--- src/rtl/core/msidir_pkg.sv ---
package msidir_pkg;

    localparam int NODES      = 8;
    localparam int NODE_BITS  = 3;
    localparam int ENTRIES    = 256;
    localparam int ENTRY_BITS = 8;
    localparam int COUNT_BITS = 8;

    localparam logic [1:0] NS_INVALID = 2'd0;
    localparam logic [1:0] NS_OWNER   = 2'd1;
    localparam logic [1:0] NS_SHARED  = 2'd2;

    localparam logic REQ_FETCH   = 1'b0;
    localparam logic REQ_RELEASE = 1'b1;

    localparam logic [1:0] MODE_READ  = 2'd0;
    localparam logic [1:0] MODE_WRITE = 2'd1;

    localparam logic [1:0] ERR_NONE     = 2'd0;
    localparam logic [1:0] ERR_NO_COPY  = 2'd1;
    localparam logic [1:0] ERR_INVALID  = 2'd2;
    localparam logic [1:0] ERR_LIMIT    = 2'd3;

    typedef enum logic {
        FSM_IDLE,
        FSM_RUN
    } fsm_t;

    typedef struct packed {
        logic                  req_type;
        logic [ENTRY_BITS-1:0] data_id;
        logic [NODE_BITS-1:0]  requester_node;
        logic [1:0]            fetch_mode;
        logic [NODES-1:0]      commit_mask;
    } req_t;

    typedef struct packed {
        logic                  copy_needed;
        logic [NODES-1:0]      copy_sources;
        logic                  copy_no_read;
        logic [NODES-1:0]      copy_targets;
        logic [1:0]            node_state;
        logic [COUNT_BITS-1:0] ref_count;
        logic [1:0]            error_code;
    } rsp_t;

    typedef struct packed {
        logic [NODES-1:0][1:0]            states;
        logic [NODES-1:0][COUNT_BITS-1:0] counts;
    } dir_entry_t;

    function automatic dir_entry_t reset_entry();
        dir_entry_t e;
        e.states    = '0;
        e.counts    = '0;
        e.states[0] = NS_OWNER;
        return e;
    endfunction

endpackage

--- src/rtl/core/msidir_update.sv ---
module msidir_update (
    input  msidir_pkg::req_t        req,
    input  msidir_pkg::dir_entry_t  entry_in,
    output msidir_pkg::dir_entry_t  entry_out,
    output msidir_pkg::rsp_t        rsp
);

    logic [msidir_pkg::NODE_BITS-1:0]  r;
    logic [1:0]                        ls;
    logic [msidir_pkg::COUNT_BITS-1:0] cnt;
    logic                              rd;
    logic                              wr;
    logic [msidir_pkg::NODES-1:0]      src;
    logic [msidir_pkg::NODES-1:0]      tgt;

    always_comb
    begin
        r   = req.requester_node;
        ls  = entry_in.states[r];
        cnt = entry_in.counts[r];
        rd  = (req.fetch_mode != msidir_pkg::MODE_WRITE);
        wr  = (req.fetch_mode != msidir_pkg::MODE_READ);
        for (int n = 0; n < msidir_pkg::NODES; n++)
        begin
            src[n] = (entry_in.states[n] != msidir_pkg::NS_INVALID);
        end
        tgt = req.commit_mask
            & ~({{(msidir_pkg::NODES-1){1'b0}}, 1'b1} << r);

        entry_out = entry_in;
        rsp       = '0;
        rsp.error_code = msidir_pkg::ERR_NONE;

        if (req.req_type == msidir_pkg::REQ_FETCH)
        begin
            if (cnt == {msidir_pkg::COUNT_BITS{1'b1}})
            begin
                rsp.error_code = msidir_pkg::ERR_LIMIT;
            end
            else if (ls == msidir_pkg::NS_OWNER || (ls == msidir_pkg::NS_SHARED && !wr))
            begin
                entry_out.counts[r] = cnt + msidir_pkg::COUNT_BITS'(1);
            end
            else if (ls == msidir_pkg::NS_SHARED)
            begin
                // upgrade: requester owns, other sharers drop
                for (int n = 0; n < msidir_pkg::NODES; n++)
                begin
                    if (entry_in.states[n] == msidir_pkg::NS_SHARED)
                    begin
                        entry_out.states[n] = (msidir_pkg::NODE_BITS'(n) == r)
                                            ? msidir_pkg::NS_OWNER
                                            : msidir_pkg::NS_INVALID;
                    end
                end
                entry_out.counts[r] = cnt + msidir_pkg::COUNT_BITS'(1);
            end
            else if (src == '0)
            begin
                rsp.error_code = msidir_pkg::ERR_NO_COPY;
            end
            else
            begin
                for (int n = 0; n < msidir_pkg::NODES; n++)
                begin
                    if (wr)
                    begin
                        entry_out.states[n] = msidir_pkg::NS_INVALID;
                    end
                    else if (entry_in.states[n] != msidir_pkg::NS_INVALID)
                    begin
                        entry_out.states[n] = msidir_pkg::NS_SHARED;
                    end
                end
                entry_out.states[r] = wr ? msidir_pkg::NS_OWNER : msidir_pkg::NS_SHARED;
                entry_out.counts[r] = cnt + msidir_pkg::COUNT_BITS'(1);
                rsp.copy_needed  = 1'b1;
                rsp.copy_sources = src;
                rsp.copy_no_read = !rd;
            end
        end
        else
        begin
            if (ls == msidir_pkg::NS_INVALID)
            begin
                rsp.error_code = msidir_pkg::ERR_INVALID;
            end
            else if (cnt == '0)
            begin
                rsp.error_code = msidir_pkg::ERR_LIMIT;
            end
            else
            begin
                if (tgt != '0)
                begin
                    for (int n = 0; n < msidir_pkg::NODES; n++)
                    begin
                        if (req.commit_mask[n])
                        begin
                            entry_out.states[n] = msidir_pkg::NS_SHARED;
                        end
                    end
                    entry_out.states[r] = msidir_pkg::NS_SHARED;
                end
                entry_out.counts[r] = cnt - msidir_pkg::COUNT_BITS'(1);
                rsp.copy_targets    = tgt;
            end
        end

        rsp.node_state = entry_out.states[r];
        rsp.ref_count  = entry_out.counts[r];
    end

endmodule
--- config.mk ---
export PLATFORM = sky130hd
export DESIGN_NAME = msidir_update
export DESIGN_NICKNAME = d
export VERILOG_FILES = /design/src/rtl/core/msidir_pkg.sv /design/src/rtl/core/msidir_update.sv
export SDC_FILE = /design/constraint.sdc
export NUM_CORES = 1
export LEC_CHECK = 0
export BUFFER_PORTS_ARGS = -buffer_cell sky130_fd_sc_hd__buf_2
export CAP_MARGIN = 25
export CORE_UTILIZATION = 38
export DETAILED_ROUTE_END_ITERATION = 6
export MAX_ROUTING_LAYER = met4
export PLACE_DENSITY = 0.79
export SYNTH_ARGS = -nofsm -noshare
export SYNTH_HDL_FRONTEND = slang
export SYNTH_SLANG_ARGS = --single-unit
--- constraint.sdc ---
create_clock -name vclk -period 4.65
set_input_delay 0.6975 -clock vclk [all_inputs]
set_output_delay 0.6975 -clock vclk [all_outputs]
set_load 0.02 [all_outputs]
Word-level counts from Yosys, hierarchy flattened
Index checks and enable logic that the tools add are counted.
{"block": "totals", "wordCells": 200, "reg_bits": 0}
{"block": "op_classes", "eq_ne": 19, "add_sub_neg": 2, "reduce_logical": 19, "n_mux": 152, "shifts": 1, "order_cmp": 2, "n_bitwise": 5}
{"cell": "80-bit two-way mux", "count": 6}
{"cell": "2-bit two-way mux", "count": 112}
{"cell": "64-bit bitwise mux", "count": 2}
{"cell": "64-bit two-way mux", "count": 1}
{"cell": "10-bit two-way mux", "count": 5}
{"cell": "8-bit binary-select mux with 3-bit select", "count": 2}
{"cell": "8-bit two-way mux", "count": 6}
{"cell": "16-bit two-way mux", "count": 2}
{"cell": "8-bit demux with 3-bit select", "count": 1}
{"cell": "2-bit == test (second input constant)", "count": 9}
{"cell": "2-bit nonzero test", "count": 9}
{"cell": "8-bit bitwise AND", "count": 2}
{"cell": "16-bit bitwise mux", "count": 1}
{"cell": "8-bit zero test", "count": 2}
{"cell": "8-bit NOT", "count": 2}
{"cell": "2-bit binary-select mux with 3-bit select", "count": 2}
{"cell": "3-bit == test (first input constant)", "count": 4}
{"cell": "1-bit two-way mux", "count": 11}
{"cell": "8-bit by 1-bit adder with 8-bit output (second input constant)", "count": 1}
{"cell": "8-bit == test (second input constant)", "count": 1}
{"cell": "8-bit OR", "count": 1}
{"cell": "8-bit nonzero test", "count": 1}
{"cell": "1-bit by 3-bit left shift with 8-bit output (first input constant)", "count": 1}
{"cell": "8-bit by 1-bit subtractor with 8-bit output (second input constant)", "count": 1}
{"cell": "12 further kinds", "count": 15}

Depth between registers and ports, before layout
Gate-level depths: netlist of the first run.
{"block": "depth", "word_depth": 16, "mapped_depth": 18, "depth_no_buf": 12}

Worst setup path before layout of the first run
OpenSTA, ideal clock, no wires.
{"block": "synth_timing", "path_kind": "input port to output port", "from": "input req[10] (netlist name)", "to": "output rsp[3] (netlist name)", "n_path_buf": 3, "path_slack_ns": -0.359, "stages": 15, "arrival_ns": 4.311, "t_required_ns": 3.953, "cell_sequence": "buf_2 > buf_2 > buf_1 > or3_1 > o22ai_1 > a21oi_1 > inv_1 > ha_1 > o21ai_1 > nor4_4 > a211oi_1 > a32oi_1 > nand3_1 > a2111oi_0 > nor4_1"}
{"element": "start: declaration", "line": "msidir_update.sv:2", "text": "input msidir_pkg::req_t req,"}
{"element": "end: declaration", "line": "msidir_update.sv:5", "text": "output msidir_pkg::rsp_t rsp"}

==> results of run 1 <==
-- tightest hold or removal path, delay by kind of cell --
kind / cells / cell delay (ns)
buffers and inverters: 2 / 0.25
AND/OR/NAND/NOR: 1 / 0.05
-- metrics by stage --
step | instances | hold WS, ns | total power, mW | util, % | TNS, ns
2_1_floorplan | 634 | 1.48 | 0.600 | - | 0
3_3_place_gp | 1093 | 1.68 | 1.07 | 62.1 | -0.283
3_5_place_dp | 1093 | 1.68 | 1.07 | 62.1 | -0.339
4_1_cts | 1096 | 1.68 | 1.08 | 62.4 | 0
5_1_grt | 1122 | 1.71 | 1.24 | 67.1 | -0.0761
6_report | 1122 | 1.68 | 1.19 | 67.1 | 0
-- timing repair --
item / CTS / global route
pin swaps: 3 / 25
gates cloned: 1 / 4
setup endpoints to repair: 9 / 16
setup buffers: 2 / 21
gates resized for setup: 4 / 58
-- final timing paths --
check               start       to  slack [ns]  cells past startpoint
setup / recovery  req[10]   rsp[7]        0.02                     14
hold / removal     req[9]  rsp[20]        1.68                      3
-- power by group through the flow --
| stage | combinational, mW | clock [mW] | sequential, mW |
|---|---|---|---|
| final | 1.19 | 0.00000000725 | 0 |
| after CTS | 1.08 | 0 | 0 |
| after detailed placement | 1.07 | 0 | 0 |
| after global placement | 1.07 | 0 | 0 |
| after global routing | 1.24 | 0.00000000594 | 0 |
| after floorplan | 0.600 | 0 | 0 |
-- cell type report --
| cell class | count | area [sq um] | share of cell area (%) |
|---|---|---|---|
| Antenna cell | 1 | 2.50 | 0.0358 |
| Timing Repair Buffer | 405 | 2710 | 38.7 |
| Tap cell | 136 | 170 | 2.43 |
| Inverter | 14 | 56.3 | 0.805 |
| Multi-Input combinational cell | 566 | 4060 | 58.0 |
-- layout by cell type (no fill, tap or decap), drive strengths merged, types with 10 or more instances in the layout --
cell type / n
buf: 402
nor2: 77
nand2: 66
o21ai: 48
a21oi: 46
a22o: 27
nor3: 27
mux2i: 24
o22ai: 19
a22oi: 16
and3: 13
inv: 13
a211oi: 12
a32oi: 10
o221ai: 10
nor4: 10
-- per-layer routing --
| metal | up-vias | global-route usage, % |
|---|---|---|
| met3 | 117 | 12.6 |
| met5 | - | - |
| met2 | 611 | 63.3 |
| met4 | 0 | 15.0 |
| met1 | 3352 | 54.9 |
| li1 | 3231 | - |
-- kinds of logic (layout without fill, tap and decap cells) --
kind of cell | Yosys count | count (layout)
fa+ha+maj | 2 | 2
mux | 35 | 35
simple gates | 242 | 243
other cells | 0 | 1
buf+inv | 69 | 419
xor+xnor | 7 | 7
compound gates | 279 | 279
==> key figures, run 1 <==
Status
  • Status: finished clean

Critical path
  • Critical Path Fanout Max: 9
  • CP cell instances: buf_6 > mux4_2 > mux2i_4 > ha_2 > o21ai_2 > nor4_4 > buf_4 > a211oi_2 > buf_4 > nor2_4 > o21ai_0 > a311o_1 > a32oi_1 > buf_2
  • Arrival time at the worst endpoint: 3.93 ns
  • Req. time, crit path: roughly 4 ns
  • Slowest CP cell: mux4_2
  • CP peak stage delay: roughly 0.56 ns
  • Worst path most repeated cell: buf_4
  • Startpoint Class: input pin
  • Crit path capture type: output pin
  • CP top delay family: compound AO/OA/AOI/OAI gates
  • Critical path class: input pin to output pin
  • WP buf/inv: 4

STA
  • Final Slew Violations: 0
  • Post-route worst setup slack: about 0.024 ns
  • Hold Vio Cnt, Final: 0
  • RSZ-0062 raised after global routing: true
  • Final setup vio count: 0
  • Final Critical Period: around 4.6 ns
  • Worst-Margin Slew: about 0.82 ns
  • Max Clock Freq: 216 MHz
  • Final period util: roughly 100%
  • Slew margin rel.: between 40% and 50%

Power
  • PwrDens: 170 nW/um^2
  • Clk pwr share: 0%
  • Pleak: approximately 3.4 nW
  • Pint: approximately 0.50 mW
  • Switching share of power: 57.8%
  • Peak supply drop: between 80 and 90 uV
  • Combinational fraction of design power: 100.0%
  • Seq pwr share: 0%
  • P_sw: just under 0.7 mW

Layout
  • Area Growth Syn to Fin: 70.0%
  • Num sequential: 0
  • Clock buffer count: 0
  • Nets: 1091
  • Layout cells sized above 1: around 49%
  • Final instance area: 6990 sq um
  • # fillers: about 960
  • Sequential Area: 0 sq um

Logic synthesis
  • Simple-gate area share of the yosys netlist: 29.0%
  • YS warnings: 0
  • Synth top area share: 6.93%
  • Leading area contributor after synthesis: nor2_1
  • Seq/Total Area, Yosys: 0%
  • Adder-Cell Fraction of Synth Area: less than 1%
  • Synth unique cells: 87
  • Dominant cell by count in the synthesized netlist: nor2_1
  • Largest family of logic cells by synthesized area: compound AO/OA/AOI/OAI gates
  • Synthesized area per cell: about 6.5 sq um
  • Largest cells by area after synthesis: nor2_1 (6.9%), nand2_1 (6.0%), a22o_1 (5.7%)
  • Syn Std Cell Area: just over 4000 sq um
  • Complex-gate fraction of the synthesized area: about half
  • Synth top cells by count: nor2_1 (76), nand2_1 (66), a21oi_1 (46)
  • Syn Nets: about 740
  • XOR/XNOR Fraction of Synth Area: under 10%
  • Mux share of post-synthesis cell area: slightly below 10%
  • Mapped Cells: between 600 and 700

Route
  • Max layer used: met4
  • Post-DR wirelength/cell: 22.6 microns
  • TritonRoute pass-1 iters: 6
  • Routed WL: about 25000 microns
  • WL met2: about 11000 microns
  • ANT nets after route: 0
  • DRC viols: 0
  • Vias per cell: roughly 6.5
  • Initial DRC count: around 880
  • WL met3: between 3000 and 4000 microns
  • Post-Route M1 WL: ~10000 microns
  • Overall via count from detail_route: 7311

Die
  • Num ports: 212
  • Initial Util: between 30% and 40%
  • Full die area: 11200 sq um
  • Placement row count: 37
  • CORE AREA: around 10000 sq um
  • Die width: approximately 110 microns
  • Die Y: about 110 microns

Place
  • Port bufs: approximately 200
  • Placement Setup Slack: -0.0715 ns
  • Dpl hpwl: 19500 microns
  • Placer Congestion: 1.06
  • Post-DP Area: ~6500 sq um

GRT
  • First-pass GRT wire length: about 36000 microns
  • Gr usage total: between 40% and 50%
  • Vias in the first global route: 6481
  • GR Overflow Total: 0
  • Initial antenna violation count: 1
  • Largest net degree at the start of global routing: 26

Clock network
  • Cts hold-fix bufs: 0

Job
  • Max_cap viols: 0

Min path
  • Hold Path Class: input pin to output pin
Power figures use the tool's default switching activity.
==> run 2, diff against run 1 <==
--- a/config.mk
+++ b/config.mk
@@ -7,10 +7,13 @@
 export LEC_CHECK = 0
 export BUFFER_PORTS_ARGS = -buffer_cell sky130_fd_sc_hd__buf_2
 export CAP_MARGIN = 25
-export CORE_UTILIZATION = 38
+export CELL_PAD_IN_SITES_DETAIL_PLACEMENT = 0
+export CELL_PAD_IN_SITES_GLOBAL_PLACEMENT = 1
+export CORE_ASPECT_RATIO = 1.5
+export CORE_UTILIZATION = 29
 export DETAILED_ROUTE_END_ITERATION = 6
 export MAX_ROUTING_LAYER = met4
-export PLACE_DENSITY = 0.79
+export PLACE_DENSITY = 0.88
 export SYNTH_ARGS = -nofsm -noshare
 export SYNTH_HDL_FRONTEND = slang
 export SYNTH_SLANG_ARGS = --single-unit
==> run 2 against run 1 <==
The flow now finishes with violations (setup timing). Fmax shrank 1.4%. Highest routed layer unchanged. Die area grew 30%. Power shrank 2.7%. Largest cell class unchanged. Worst hold slack gained 0.0030 ns. Sequential share of layout area is the same. Final cell count is the same.
==> key figures, run 2 (synthesis results as in run 1) <==
Die
  • Die width: 99.3 microns
  • Full die area: about 15000 sq um
  • Initial Util: 30.1%
  • Placement row count: 52
  • CORE AREA: between 10000 and 15000 sq um
  • Num ports: between 200 and 250
  • Die Y: about 150 microns

GRT
  • Largest net degree at the start of global routing: 30
  • Initial antenna violation count: 0
  • Grt met1 use: 34.5%
  • Top Usage Layer GRT: met2
  • Gr usage total: 32.2%
  • Met3 usage: 4.11%
  • First-pass GRT wire length: 36300 microns
  • GR Overflow Total: 0
  • GRT met2 Usage: 53.3%
  • Vias in the first global route: ~6800

Route
  • ANT nets after route: 0
  • Post-DR wirelength/cell: 22.8 microns
  • DRC viols: 0
  • Vias per cell: between 6 and 7
  • Routed WL: between 20000 and 30000 microns
  • Initial DRC count: roughly 750
  • Overall via count from detail_route: between 7000 and 8000
  • TritonRoute pass-1 iters: 7

Critical path
  • Req. time, crit path: slightly below 4 ns
  • Startpoint Class: input pin
  • Crit path capture type: output pin
  • Arrival time at the worst endpoint: 4.00 ns
  • Critical path class: input pin to output pin
  • Critical Path Fanout Max: 13

Power
  • Pleak: around 3.3 nW
  • Total power: 1.15 mW
  • PwrDens: 169 nW/um^2
  • Peak supply drop: about 92 uV

STA
  • Worst-Margin Slew: around 0.95 ns
  • RSZ-0062 raised after global routing: true
  • Hold Vio Cnt, Final: 0
  • Final Critical Period: about 4.7 ns
  • Slew margin rel.: a little over a third
  • Max Clock Freq: 213 MHz
  • Final setup vio count: 2
  • Post-route worst setup slack: -0.0428 ns
  • Final period util: 101%
  • Final Slew Violations: 0

Place
  • Post-DP Area: 6400 sq um
  • Cells after DPL: between 1000 and 1500
  • Port bufs: ~200
  • Placer Congestion: 1.10
  • Dpl hpwl: between 15000 and 20000 microns
  • Placement Setup Slack: -0.0821 ns

Layout
  • Area of the multi-input gates: ~4000 sq um
  • Nets: ~1100
  • Num sequential: 0
  • Diode count: 0
  • # fillers: ~1400
  • Sequential Area: 0 sq um
  • Clock buffer count: 0
  • Post-route insts no fill: approximately 1100
  • Layout cells sized above 1: roughly 47%
  • Most common cell after layout, fill and taps aside: buf_2
  • Util after Layout: 49.9%
  • Most frequent cells in the layout: buf_2 (198), buf_4 (164), nor2_1 (74)
  • Area Growth Syn to Fin: 65.8%
  • Final instance area: 6820 sq um

Status
  • Status: complete, but fails checks
  • Failing checks: setup timing

Min path
  • Worst Hold Depth: 3
  • Worst Min Path Start: req[9]
  • Hold Path Class: input pin to output pin
  • Hold EP: rsp[20]

Job
  • Max_cap viols: 0

Clock network
  • Cts hold-fix bufs: 0
## run 2: per-stage QoR
| stage | TNS [ns] | hold slack [ns] |
|---|---|---|
| floorplan | 0 | 1.48 |
| global placement | -0.145 | 1.68 |
| detailed placement | -0.172 | 1.68 |
| CTS | 0 | 1.68 |
| global route | -0.313 | 1.72 |
| finish | -0.0524 | 1.69 |
## run 2: worst max path at each step
stage	start	to	slack (ns)	cells after the start
after detailed placement	req[10]	rsp[11]	-0.08	14
after CTS	req[10]	rsp[6]	0.003	13
final	req[12]	rsp[11]	-0.04	14
after global routing	req[11]	rsp[11]	-0.09	19
after global placement	req[10]	rsp[11]	-0.03	14
after floorplan	req[10]	rsp[2]	0.001	14
## run 2: cell type report
class	instances	share of cell area, %
multi-input cells	567	59.2
repair buffers	379	37.0
well taps	162	2.97
inverters	14	0.825
## run 2: timing repair
item | CTS | global route
buffers inserted | 2 | 15
gates resized for setup | 1 | 54
endpoints found under the setup margin | 7 | 33
cloned | 1 | 3
pin swaps | 3 | 23
## run 2: per-layer routing
layer / routed length (microns) / share of wire (%)
met1: 8440 / 33
met2: 12000 / 47
met3: 2670 / 10
met4: 2530 / 9.9
met5: 0 / 0
## run 2: worst max-delay path, cell delays in order
cell and delay (ns):
buf_2 0.32, mux4_2 0.31, o22ai_4 0.08, a21oi_4 0.17
ha_4 0.17, nand3_4 0.08, or4_4 0.56, buf_4 0.17
nor3_4 0.26, nor4_2 0.10, o32ai_2 0.34, mux2i_1 0.12
a2111o_1 0.43, buf_2 0.17
## run 2: power by group
group	internal, mW	switching [mW]
logic	0.478	0.676
registers	0	0
clock network	0	0
total	0.478	0.676
==> run 3, diff against run 2 <==
--- a/config.mk
+++ b/config.mk
@@ -9,11 +9,12 @@
 export CAP_MARGIN = 25
 export CELL_PAD_IN_SITES_DETAIL_PLACEMENT = 0
 export CELL_PAD_IN_SITES_GLOBAL_PLACEMENT = 1
-export CORE_ASPECT_RATIO = 1.5
+export CORE_ASPECT_RATIO = 0.8
 export CORE_UTILIZATION = 29
 export DETAILED_ROUTE_END_ITERATION = 6
 export MAX_ROUTING_LAYER = met4
 export PLACE_DENSITY = 0.88
+export REMOVE_ABC_BUFFERS = 1
 export SYNTH_ARGS = -nofsm -noshare
 export SYNTH_HDL_FRONTEND = slang
 export SYNTH_SLANG_ARGS = --single-unit
==> run 3 against run 2 <==
The flow still finishes with violations (setup timing). Worst hold slack gained 0.0050 ns. Power down 0.80%. Via count is 0.86% higher. Non-clock buffer count increased by 16. Largest power group unchanged.
==> key figures, run 3 (synthesis results as in run 1) <==
Route
  • Overall via count from detail_route: about 7400
  • Post-DR wirelength/cell: 22.0 microns
  • DRC viols: 0
  • Routed WL: ~25000 microns
  • Initial DRC count: approximately 1100
  • Vias per cell: approximately 6.4
  • TritonRoute pass-1 iters: 6
  • ANT nets after route: 0

STA
  • Max Clock Freq: around 210 MHz
  • Final setup vio count: 1
  • Final Critical Period: approximately 4.7 ns
  • Final Slew Violations: 0
  • Final period util: 101%
  • RSZ-0062 raised after global routing: true
  • Slew margin rel.: roughly 54%
  • Worst-Margin Slew: 0.685 ns
  • Post-route worst setup slack: -0.0298 ns
  • Hold Vio Cnt, Final: 0

Status
  • Failing checks: setup timing
  • Status: complete, but fails checks

Layout
  • Clock buffer count: 0
  • Area Growth Syn to Fin: 63.6%
  • Num sequential: 0
  • Util after Layout: just under 50%
  • Layout cells sized above 1: 46.6%
  • Nets: about 1100
  • Sequential Area: 0 sq um
  • # fillers: approximately 1400
  • Most frequent cells in the layout: buf_2 (199), buf_4 (187), nor2_1 (76)
  • Most common cell after layout, fill and taps aside: buf_2
  • Diode count: 0

Job
  • Max_cap viols: 0

GRT
  • Gr usage total: between 30% and 40%
  • Initial antenna violation count: 0
  • First-pass GRT wire length: about 36000 microns
  • Largest net degree at the start of global routing: 35
  • GR Overflow Total: 0
  • Vias in the first global route: approximately 6600

Die
  • Initial Util: 30.0%
  • CORE AREA: ~14000 sq um
  • Placement row count: 38
  • Die Y: 109 microns
  • Num ports: ~210
  • Full die area: around 15000 sq um
  • Die width: between 100 and 150 microns

Place
  • Placer Congestion: roughly 1.1
  • Dpl hpwl: 19500 microns
  • Port bufs: about 200
  • Placement Setup Slack: -0.143 ns

Critical path
  • Critical Path Fanout Max: 17
  • Arrival time at the worst endpoint: between 3 and 4 ns
  • Critical path class: input pin to output pin
  • Worst setup endpoint: rsp[11]
  • CP peak stage delay: approximately 0.58 ns
  • CP Launch Point: req[12]
  • Startpoint Class: input pin
  • Req. time, crit path: between 3 and 4 ns
  • CP cell instances: clkbuf_4 > buf_6 > nand2_1 > o22a_1 > nand3_4 > or4_4 > nor3_4 > buf_6 > nor4_4 > o32a_1 > a22o_1 > a2111o_1 > buf_6
  • Worst path most repeated cell: buf_6
  • Slowest CP cell: or4_4
  • Crit path capture type: output pin

Power
  • Pleak: 3.28 nW
  • Peak supply drop: approximately 74 uV
  • PwrDens: ~170 nW/um^2

Min path
  • Hold Path Class: input pin to output pin
run 3: worst min-delay path by stage:
stage,cells past startpoint,endpoint,slack (ns),startpoint
2_1_floorplan,1,rsp[20],1.48,req[9]
5_1_grt,3,rsp[20],1.72,req[9]
4_1_cts,3,rsp[20],1.70,req[9]
3_5_place_dp,3,rsp[20],1.69,req[9]
3_3_place_gp,3,rsp[20],1.69,req[9]
6_report,3,rsp[20],1.69,req[9]
run 3: layout make-up:
| cell class | instances | area (sq um) | share of cell area, % |
|---|---|---|---|
| Timing Repair Buffer | 395 | 2510 | 37.3 |
| Tap cell | 180 | 225 | 3.35 |
| Multi-Input combinational cell | 565 | 3940 | 58.5 |
| Inverter | 14 | 52.6 | 0.781 |
run 3: through the flow:
step	cell area, sq um	setup TNS [ns]	instances	total power, mW	hold WS, ns
after floorplan	3820	-2.71	579	0.545	1.48
after detailed placement	6400	-1.06	1140	1.04	1.69
final	6730	-0.0298	1154	1.14	1.69
after CTS	6470	0	1144	1.06	1.70
after global routing	6730	-0.432	1154	1.20	1.72
after global placement	6400	-0.465	1140	1.03	1.69
run 3: repair_timing:
| action | 4_1_cts | 5_1_grt |
|---|---|---|
| hold buffers | 0 | 0 |
| cloned | 0 | 1 |
| gates resized for setup | 10 | 43 |
| setup endpoints to repair | 17 | 26 |
| setup buffers | 4 | 9 |
| pin swaps | 2 | 15 |
run 3: power by group:
part	total [mW]	internal, mW	switching [mW]
clock network	0	0	0
logic	1.14	0.470	0.675
registers	0	0	0
total	1.14	0.470	0.675
run 3: critical path: cells and delay by family:
kind                   cells  cell delay (ns)
AO/OA/AOI/OAI              4             1.13
buffers and inverters      4             0.69
AND/OR/NAND/NOR            5             1.44
run 3: layer usage:
metal	wire length, microns	GRT usage, %	part of all wire [%]	vias to the layer above
met2	10400	47.3	41	689
li1	-	-	-	3193
met4	1230	12.0	4.9	0
met5	0	-	0	-
met3	4170	10.8	16	149
met1	9550	42.0	38	3327
